$ cat src/hw/rtl/bbr_pkg.sv
package bbr_pkg;

    localparam int MAX_WIDTH = 1024;
    localparam int COL_W     = $clog2(MAX_WIDTH);
    localparam int WID_W     = 11;
    localparam int HGT_W     = 16;
    localparam int ROW_W     = HGT_W + 1;
    localparam int LEAD_W    = COL_W + 2;
    localparam int ADDR_W    = 3;
    localparam int DATA_W    = 32;

    localparam int PIX_W     = 32;
    localparam int CH_W      = 8;
    localparam int NCH       = 4;
    localparam int NTAP      = 5;
    localparam int NLINE     = NTAP - 1;
    localparam int VCNT_W    = 3;
    localparam int CNT_W     = 5;
    localparam int SUM_W     = 11;
    localparam int HSUM_W    = 13;
    localparam int RCP_K     = 18;
    localparam int RCP_W     = 19;
    localparam int PROD_W    = 32;

    localparam logic REG_WIDTH  = 1'b0;
    localparam logic REG_HEIGHT = 1'b1;

    localparam logic [WID_W-1:0] WIDTH_RESET  = 11'd1024;
    localparam logic [HGT_W-1:0] HEIGHT_RESET = 16'd1024;

    // ceil(2^RCP_K / d) for divisors 1..25
    localparam logic [RCP_W-1:0] RECIP [0:25] = '{
        19'd0,      19'd262144, 19'd131072, 19'd87382,  19'd65536,
        19'd52429,  19'd43691,  19'd37450,  19'd32768,  19'd29128,
        19'd26215,  19'd23832,  19'd21846,  19'd20165,  19'd18725,
        19'd17477,  19'd16384,  19'd15421,  19'd14564,  19'd13798,
        19'd13108,  19'd12484,  19'd11916,  19'd11398,  19'd10923,
        19'd10486
    };

    typedef logic [NLINE-1:0][PIX_W-1:0] t_lines;

    typedef struct packed {
        logic [NCH-1:0][SUM_W-1:0] sum;
        logic [VCNT_W-1:0]         vcnt;
    } t_col;

    typedef struct packed {
        logic [PIX_W-1:0] pix;
        logic [COL_W-1:0] col;
        logic [ROW_W-1:0] row;
        logic             res;
        logic [COL_W-1:0] ocol;
        logic             last;
    } t_tick;

endpackage

$ cat src/hw/rtl/bbr_cell.sv
module bbr_cell (
    input  logic                                         i_clk,
    input  logic                                         i_en,
    input  bbr_pkg::t_col                                i_col,
    input  logic                                         i_keep,
    output bbr_pkg::t_col                                o_col,
    output logic [bbr_pkg::NCH-1:0][bbr_pkg::SUM_W-1:0]  o_part
);

    bbr_pkg::t_col r_col;

    always_ff @(posedge i_clk) begin
        if (i_en) begin
            r_col <= i_col;
        end
    end

    assign o_col = r_col;

    always_comb begin
        for (int c = 0; c < bbr_pkg::NCH; c++) begin
            o_part[c] = i_keep ? r_col.sum[c] : '0;
        end
    end

endmodule

$ cat config.mk
export PLATFORM = sky130hd
export DESIGN_NAME = bbr_cell
export DESIGN_NICKNAME = d
export VERILOG_FILES = /design/src/hw/rtl/bbr_pkg.sv /design/src/hw/rtl/bbr_cell.sv
export SDC_FILE = /design/constraint.sdc
export NUM_CORES = 1
export LEC_CHECK = 0
export ABC_AREA = 1
export BUFFER_PORTS_ARGS = -buffer_cell sky130_fd_sc_hd__buf_2
export CORE_MARGIN = 2
export CORE_UTILIZATION = 25
export DETAILED_ROUTE_END_ITERATION = 8
export PLACE_DENSITY = 0.6
export SYNTH_ARGS = -nofsm -noshare
export SYNTH_HDL_FRONTEND = slang
export SYNTH_SLANG_ARGS = --single-unit
$ cat constraint.sdc
create_clock -name i_clk -period 0.8 [get_ports i_clk]
set_clock_uncertainty 0.1 [all_clocks]
set_input_delay 0.08 -clock i_clk [delete_from_list [all_inputs] [get_ports i_clk]]
set_output_delay 0.08 -clock i_clk [all_outputs]
set_load 0.01 [all_outputs]
# Word-level counts from Yosys, hierarchy flattened
# Index checks and enable logic that the tools add are counted.
# word_totals
ff_bits,47
out_inout_bits,91
elab_cells,9
# classes
muxes,4
# op_table
operator,n
11-bit two-way mux,4

# Logic depth before layout (Yosys ltp)
# Gate-level depths: netlist (run 1).
# logic_depth
ltp_word,1
mapped_depth,4

# Worst setup path after synthesis (run 1)
# Ideal clock, no wire load.
# synth_timing
path_type,reg2out
startpoint,"register r_col, in the netlist o_col[3]"
endpoint,output port o_part[0] in the netlist's numbering
t_arrival_ns,0.560
setup_slack_ns,0.060
path_stages_with_launch,3
path_buffers,0
path_cell_list,edfxtp_1 nand2_1 inv_1
# synth_rtl
element,line,rtl
"start, declared",bbr_cell.sv:10,bbr_pkg::t_col r_col;
"start signal, assigned",bbr_cell.sv:14,r_col <= i_col;
"end, declared",bbr_cell.sv:7,output logic [bbr_pkg::NCH-1:0][bbr_pkg::SUM_W-1:0] o_part

==> impl_results.md, run 1 <==
- Clk root buf: clkbuf_8
- Clk sink count: 47
- DR DRC count: 0
- # H-tree levels: 2
- Post-synthesis sequential area ratio: 0.7866
- GRT Total Usage: 0.1081
- Max reg flops: 47
- Max clock buf depth: 2
- Io pins: 141
- Hold Path Class: in -> reg
- Num CTS Buffers: 5
- Count of cell types in the netlist: 5
- Routed Wire Length: 4651 µm
- Antenna violations before repair: 0
- Yosys top cell area share: 0.7866
- Chip height: 88.72 µm
- Routed vias/inst: 3.726
- Crit path from: o_col[22]
- Worst path cell trace: nand2_1 > inv_1 > buf_2
- Share of layout cells above drive strength 1: 0.4641
- Critical Path Start Type: flop
- Pin count of the biggest net entering global routing: 28
- CP Max Fanout: 2
- Synth cell count leaders: edfxtp_1, inv_1, nand2_1
- #FFs+latches synth: 47
- FFs w/ async S/R, synth: 0
- Final Cycle Share: 1.427
- Netlist Area Pre-Place: 1794 µm²
- CP peak stage delay: 0.42 ns
- Diode count: 0
- Tmin final: 1.141 ns
- Yosys top cell by area: edfxtp_1
- Final WS setup: -0.3413 ns
- Max-Cap Viols: 0
- Initial DRC count: 35
- Syn nets: 190
- First-pass GRT wire length: 6465 µm
- Crit end category: output pin
- CP required: 0.62 ns
- Postcts setup bufs: 0
- Synth-to-Final Area Change: 82.57%
- P per Cell Area: 1667 nW/µm²
- Worst-margin pin slew: 0.1510 ns
- Vias: 1,602
- Power Total: 5.459 mW
- Setup violations, final: 91
- CTS tree: done
- Final net count: 383
- Setup crit end: o_part[19]
- Synth warnings: 0
- Die width: 88.72 µm
- Layout fillers: 636
- ANT nets after route: 0
- Hpwl dp: 3282 µm
- Final Hold Viols: 0
- RSZ-0062 raised after global routing: true
- Most frequent cell after synthesis: edfxtp_1
- Peak Freq: 876.2 MHz
- Synth Area per Inst: 12.82 µm²
- Rel. slew slack: 0.8994
- PortBufs: 140
- Final core utilization: 0.4769
- Max-slew violation count: 0
- Top_reg_cell synth: edfxtp_1
- Std cell rows: 30
- Violated checks: negative setup slack
- Syn Inst Count: 140
- Critical Path AT: 0.96 ns
- Slowest CP cell: edfxtp_1
- Max VDD drop: 0.9644 mV
- Die area: 7870 µm²
- Vias in the first global route: 1,457
- Status: finished with violations
- Detailed Routing Iterations Pass 1: 4
- Post-synth EDFFs: 47
- Starting Density: 0.2612
- Setup CP Type: reg -> out
- Core area: 6869 µm²
- Synth top area cells: edfxtp_1, inv_1, nand2_1
- Leak: 1.776 nW
- Final RePlAce weighted congestion: 0.6681
- Clock Pin Slew Worst Setup and Hold Paths: 0.08 ns
- WL per Instance: 10.82 µm
- Gr ovfl total: 0
==> layout make-up <==
class / count / area (µm²) / share of cell area
repair buffers: 191 / 1333 / 0.4068
inverters: 44 / 165.2 / 0.05042
well taps: 96 / 120.1 / 0.03667
flip-flops and latches: 47 / 1411 / 0.4309
clock inverters: 1 / 5.005 / 0.001528
multi-input cells: 44 / 165.2 / 0.05042
clock buffers: 7 / 76.32 / 0.02330
==> timing repair <==
action / 4_1_cts / 5_1_grt
resized for setup: 1 / 17
hold buffers: 47 / 0
pin swaps: 43 / 9
endpoints found under the setup margin: 91 / 91
endpoints found under the hold margin: 47 / 0
==> cell families (layout without fill, tap and decap cells) <==
kind of cell / Yosys count / count (layout) / share of synthesized area
buffers and inverters: 49 / 243 / 0.1213
flip-flops: 47 / 47 / 0.7866
AND/OR/NAND/NOR: 44 / 44 / 0.09205
==> critical path, delay by kind of cell, from the launching register on <==
| kind | cells | cell delay, ns |
|---|---|---|
| buffers and inverters | 2 | 0.15 |
| DFF | 1 | 0.42 |
| and+or+nand+nor | 1 | 0.09 |
==> per-stage QoR <==
stage | cells | cell area [µm²] | TNS (ns) | hold WS, ns | setup WS, ns
2_1_floorplan | 140 | 1794 | 0 | 0.07887 | 0.06049
3_3_place_gp | 375 | 2643 | -0.7990 | 0.1561 | -0.03189
3_5_place_dp | 375 | 2643 | -1.057 | 0.1581 | -0.03884
4_1_cts | 430 | 3201 | -24.26 | 0.1275 | -0.3415
5_1_grt | 430 | 3276 | -27.88 | 0.1351 | -0.3888
6_report | 430 | 3276 | -23.34 | 0.1293 | -0.3413
==> cells in the final DEF, fill, tap and decap left out <==
cell           count
buf_12             4
clkbuf_1           2
dlygate4sd3_1     47
inv_1             39
buf_6             13
clkbuf_8           5
buf_2            127
edfxtp_1          47
clkinv_2           1
nand2_1           44
inv_2              5
==> how the worst min path moves through the flow <==
stage / from / endpoint / cells past startpoint
2_1_floorplan: i_col[0] / o_col[0] / 0
3_3_place_gp: i_col[0] / o_col[0] / 1
3_5_place_dp: i_col[24] / o_col[24] / 1
4_1_cts: i_en / o_col[40] / 2
5_1_grt: i_en / o_col[40] / 2
6_report: i_en / o_col[40] / 2
==> power breakdown <==
part	internal, mW	switching, mW	total [mW]
sequential	2.93	0.0938	3.02
combinational	0.584	0.505	1.09
clock	0.614	0.734	1.35
==> layer usage <==
layer / share of wire / GRT usage / wire [µm]
met1: 0.39 / 0.1219 / 1798
met2: 0.51 / 0.1906 / 2385
met3: 0.090 / 0.03918 / 417
met4: 0.011 / 0.03306 / 51
met5: 0 / 0 / 0
(Power assumes the default switching activity.)
==> inputs of run 2 (changes only) <==
PLACE_DENSITY = 0.58   (was 0.6)
clock period = 1.4 ns   (was 0.8 ns; I/O delays follow)
==> run 2 against run 1 <==
The flow now finishes without violations. Worst hold slack better by 0.11 ns. Wire length rose by 0.13%. Critical path depth did not move. Die area unchanged. Combinational power decreased by 48%. Global-route usage rose by 0.37 points. Sequential share of layout area is 1.6 points higher. Utilization shrank 1.7 points. Count of clock-buffer cells in the layout shrank 2. Sequential power shrank 43%. Worst setup slack improved by 0.54 ns. Critical endpoint is now o_part[40]. Highest routed layer unchanged.
==> impl_results.md, run 2 (same netlist as run 1, synthesis figures left out) <==
- Clk pwr share: 0.255
- Seq pwr share: 0.560
- Critical Path AT: 0.96 ns
- Worst-margin pin slew: 0.2523 ns
- RSZ-0062 raised after global routing: false
- Clk sink count: 47
- Clock Pin Slew Worst Setup and Hold Paths: 0.09 ns
- Io pins: 141
- CTS resizes: 0
- Synth-to-Final Area Change: 75.94%
- First-pass GRT wire length: 6665 µm
- Max reg flops: 47
- Diode count: 0
- Gr ovfl total: 0
- GRT Total Usage: 0.1118
- DR DRC count: 0
- Max VDD drop: 0.4047 mV
- Inst Count DP: 373
- Setup CP Type: reg -> out
- Die area: 7870 µm²
- CP peak stage delay: 0.42 ns
- Setup TNS: 0 ns
- Critical hold path startpoint: i_en
- Most frequent cells in the layout: buf_2, dlygate4sd3_1, edfxtp_1, nand2_1, inv_1
- PortBufs: 140
- Max-Cap Viols: 0
- WL per Instance: 10.88 µm
- Buf+Inv Stages, Crit Path: 2
- Routed Wire Length: 4657 µm
- Hold Path Class: in -> reg
- Max-slew violation count: 0
- Area of the multi-input gates: 165.2 µm²
- Worst Hold Path Cells: 2
- Final Cell Area: 3157 µm²
- Num CTS Buffers: 5
- Post-DP Area: 2603 µm²
- Share of layout cells above drive strength 1: 0.4518
- Largest delay share family, worst path: flip-flops
- Detailed Routing Iterations Pass 1: 4
- # H-tree levels: 2
- P per Cell Area: 976.7 nW/µm²
- Vias: 1,610
- Layout fillers: 663
- Final net count: 381
- Max clock buf depth: 2
- Std cell rows: 30
- Register area: 1411 µm²
- Switching Power: 773.8 µW
- Worst path cell trace: nand2_1 > inv_1 > buf_2
- Pin count of the biggest net entering global routing: 48
- Starting Density: 0.2612
- Crit end category: output pin
- Crit path from: o_col[43]
- Routed vias/inst: 3.762
- Cell internal pwr: 2.309 mW
- Critical Path Start Type: flop
- CTS tree: done
- Hpwl dp: 3012 µm
- Most common cell after layout, fill and taps aside: buf_2
- Core area: 6869 µm²
- Antenna violations before repair: 0
- Chip height: 88.72 µm
- Slowest CP cell: edfxtp_1
- Combinational Power Share: 0.186
- Die width: 88.72 µm
- WP depth: 3
- ANT nets after route: 0
- Clk root buf: clkbuf_8
- Sw Ratio: 0.2510
- WHS: 0.2402 ns
- CP Max Fanout: 2
- Rel. slew slack: 0.8318
- Tmin final: 1.202 ns
- Status: finished, final reports clean
- CP required: 1.16 ns
- Setup violations, final: 0
- Final RePlAce weighted congestion: 0.7042
- Initial DRC count: 65
- Final Hold Viols: 0
- Vias in the first global route: 1,521
- Final Cycle Share: 0.8585
- Peak Freq: 832.0 MHz
- Leak: 1.751 nW
- Non-Filler Instances: 428
run 2: cell types whose count changed in the layout (fill, tap and decap cells not counted), sizes merged:
cell / change
clkbuf: -2
clkinv: +2
buf: -2
run 2: layout make-up:
cell class,count,share of cell area
multi-input combinational,44,0.05232
clock buffer,5,0.02180
tap,96,0.03805
timing repair buffer,189,0.3837
inverter,44,0.05232
sequential,47,0.4471
clock inverter,3,0.004756
run 2: through the flow:
stage | total power, mW | setup WS [ns] | utilization
final | 3.083 | 0.1981 | 0.4596
after global routing | 3.243 | 0.1126 | 0.4596
after CTS | 3.119 | 0.1924 | 0.4596
after detailed placement | 2.231 | 0.4318 | 0.3789
after global placement | 2.221 | 0.4502 | 0.3789
after floorplan | 1.946 | 0.6005 | -
run 2: power groups by stage:
stage | sequential (mW) | clock, mW | combinational, mW
floorplan | 1.81 | 0 | 0.133
global placement | 1.75 | 0 | 0.466
detailed placement | 1.76 | 0 | 0.475
CTS | 1.73 | 0.817 | 0.575
global route | 1.74 | 0.873 | 0.631
finish | 1.73 | 0.786 | 0.572
run 2: worst paths after layout:
| check | end | slack (ns) |
|---|---|---|
| max | o_part[40] | 0.20 |
| min | o_col[13] | 0.24 |
run 2: per-layer routing:
metal | share of wire | up-vias | global-route usage
met1 | 0.41 | 709 | 0.1237
met4 | 0.013 | 0 | 0.04132
met3 | 0.083 | 5 | 0.03731
met2 | 0.50 | 95 | 0.1988
li1 | - | 801 | -
met5 | 0 | - | 0
run 2: timing repair:
item	in CTS	in global routing
setup buffers	0	0
hold buffers	47	0
endpoints found under the hold margin	47	0
setup endpoints to repair	0	0
==> inputs of run 3 (changes only) <==
PLACE_DENSITY = 0.6   (was 0.58)
clock period = 1.1 ns   (was 1.4 ns; I/O delays follow)
==> run 3 against run 2 <==
The run now ends with negative setup slack left. Non-clock buffer count rose by 1. Wire length increased by 1.1%. Worst hold slack worse by 0.047 ns. Highest routed layer unchanged.
==> impl_results.md, run 3 (same netlist as run 1, synthesis figures left out) <==
- Detailed Routing Iterations Pass 1: 4
- Antenna violations before repair: 0
- Max clock buf depth: 2
- Gr ovfl total: 0
- Hold Path Class: in -> reg
- Max VDD drop: 0.7110 mV
- DR DRC count: 0
- CP required: 0.89 ns
- Tmin final: 1.158 ns
- Die area: 7870 µm²
- Diode count: 0
- Crit end category: output pin
- Synth-to-Final Area Change: 79.64%
- ANT nets after route: 0
- Layout fillers: 635
- Num CTS Buffers: 5
- GRT Total Usage: 0.1117
- Std cell rows: 30
- Clk root buf: clkbuf_8
- Buf+Inv Stages, Crit Path: 2
- Non-Filler Instances: 429
- Hold Path End: o_col[41]
- CP peak stage delay: 0.42 ns
- Io pins: 141
- First-pass GRT wire length: 6679 µm
- Share of layout cells above drive strength 1: 0.4505
- Inst Count DP: 374
- Setup CP Type: reg -> out
- Starting Density: 0.2612
- P per Cell Area: 1219 nW/µm²
- CTS tree: done
- Final WS setup: -0.05843 ns
- Worst Hold Path Cells: 2
- Leak: 1.761 nW
- CP Max Fanout: 2
- Routed Wire Length: 4706 µm
- Status: finished with violations
- Max-slew violation count: 0
- Peak Freq: 863.2 MHz
- Rel. slew slack: 0.8795
- Final RePlAce weighted congestion: 0.6550
- Max reg flops: 47
- RSZ-0062 raised after global routing: true
- Crit path from: o_col[5]
- Clock Pin Slew Worst Setup and Hold Paths: 0.08 ns
- Worst path cell trace: nand2_1 > inv_1 > buf_2
- Violated checks: negative setup slack
- Most common cell after layout, fill and taps aside: buf_2
- Largest delay share family, worst path: flip-flops
- Final core utilization: 0.4692
- Final Hold Viols: 0
- PortBufs: 140
- Most frequent cells in the layout: buf_2, dlygate4sd3_1, edfxtp_1, nand2_1, inv_1
- Setup violations, final: 43
- Clk sink count: 47
- Critical hold path startpoint: i_en
- Worst-margin pin slew: 0.1808 ns
- Slowest CP cell: edfxtp_1
- Die width: 88.72 µm
- Pin count of the biggest net entering global routing: 45
- Hpwl dp: 3156 µm
- Vias: 1,624
- # H-tree levels: 2
- Final net count: 382
- Vias in the first global route: 1,520
- Critical Path Start Type: flop
- Critical Path AT: 0.95 ns
- Initial DRC count: 30
- WL per Instance: 10.97 µm
- Final Cycle Share: 1.053
- Max-Cap Viols: 0
- Chip height: 88.72 µm
- Core area: 6869 µm²
- Routed vias/inst: 3.786
==> run 3: cell types whose count changed in the layout (fill, tap and decap cells not counted) <==
cell      previous run  this run
buf_2              140       132
clkinv_1             0         2
inv_1               44        42
inv_2                0         2
buf_12               2         3
clkinv_2             3         0
clkbuf_1             0         1
buf_6                0         8
==> run 3: how the worst max path moves through the flow <==
stage	end	slack (ns)	cells after the start
5_1_grt	o_part[13]	-0.12	3
2_1_floorplan	o_part[0]	0.33	2
3_3_place_gp	o_part[37]	0.22	5
4_1_cts	o_part[29]	-0.07	3
6_report	o_part[2]	-0.06	3
3_5_place_dp	o_part[32]	0.21	5
==> run 3: per-stage QoR <==
| step | instance area (µm²) | worst slack, ns | hold WS, ns | total power, mW | setup TNS (ns) |
|---|---|---|---|---|---|
| global route | 3223 | -0.1195 | 0.1904 | 4.141 | -3.899 |
| finish | 3223 | -0.05843 | 0.1927 | 3.929 | -0.9696 |
| detailed placement | 2623 | 0.2076 | 0.1881 | 2.846 | 0 |
| CTS | 3173 | -0.07003 | 0.1824 | 3.947 | -1.702 |
| floorplan | 1794 | 0.3305 | 0.1089 | 2.477 | 0 |
| global placement | 2623 | 0.2212 | 0.1864 | 2.836 | 0 |
==> run 3: what timing repair did <==
action                                  CTS  global route
setup buffers                             0             0
gates resized for setup                   0            10
endpoints found under the setup margin   44            55
pin swaps                                30             5
hold endpoints to repair                 47             0
hold buffers                             47             0
==> run 3: power breakdown <==
part	switching [mW]	total, mW	internal [mW]
Clock	0.533	0.967	0.434
Sequential	0.0646	2.19	2.13
Combinational	0.365	0.768	0.402
Total	0.963	3.93	2.97
==> run 3: layout make-up <==
class	count	area, µm²	area share
repair buffers	190	1281	0.3975
clock buffers	6	72.57	0.02252
multi-input cells	44	165.2	0.05124
clock inverters	2	7.507	0.002329
well taps	96	120.1	0.03727
inverters	44	165.2	0.05124
flip-flops and latches	47	1411	0.4379
==> run 3: metal layers <==
layer  up-vias  part of all wire  track usage  routed length [µm]
met5         -                 0            0                   0
met4         0            0.0040      0.02893                  19
met3         2             0.078      0.03825                 368
met2        82              0.54       0.2130                2528
met1       737              0.38       0.1155                1790
li1        803                 -            -                   -
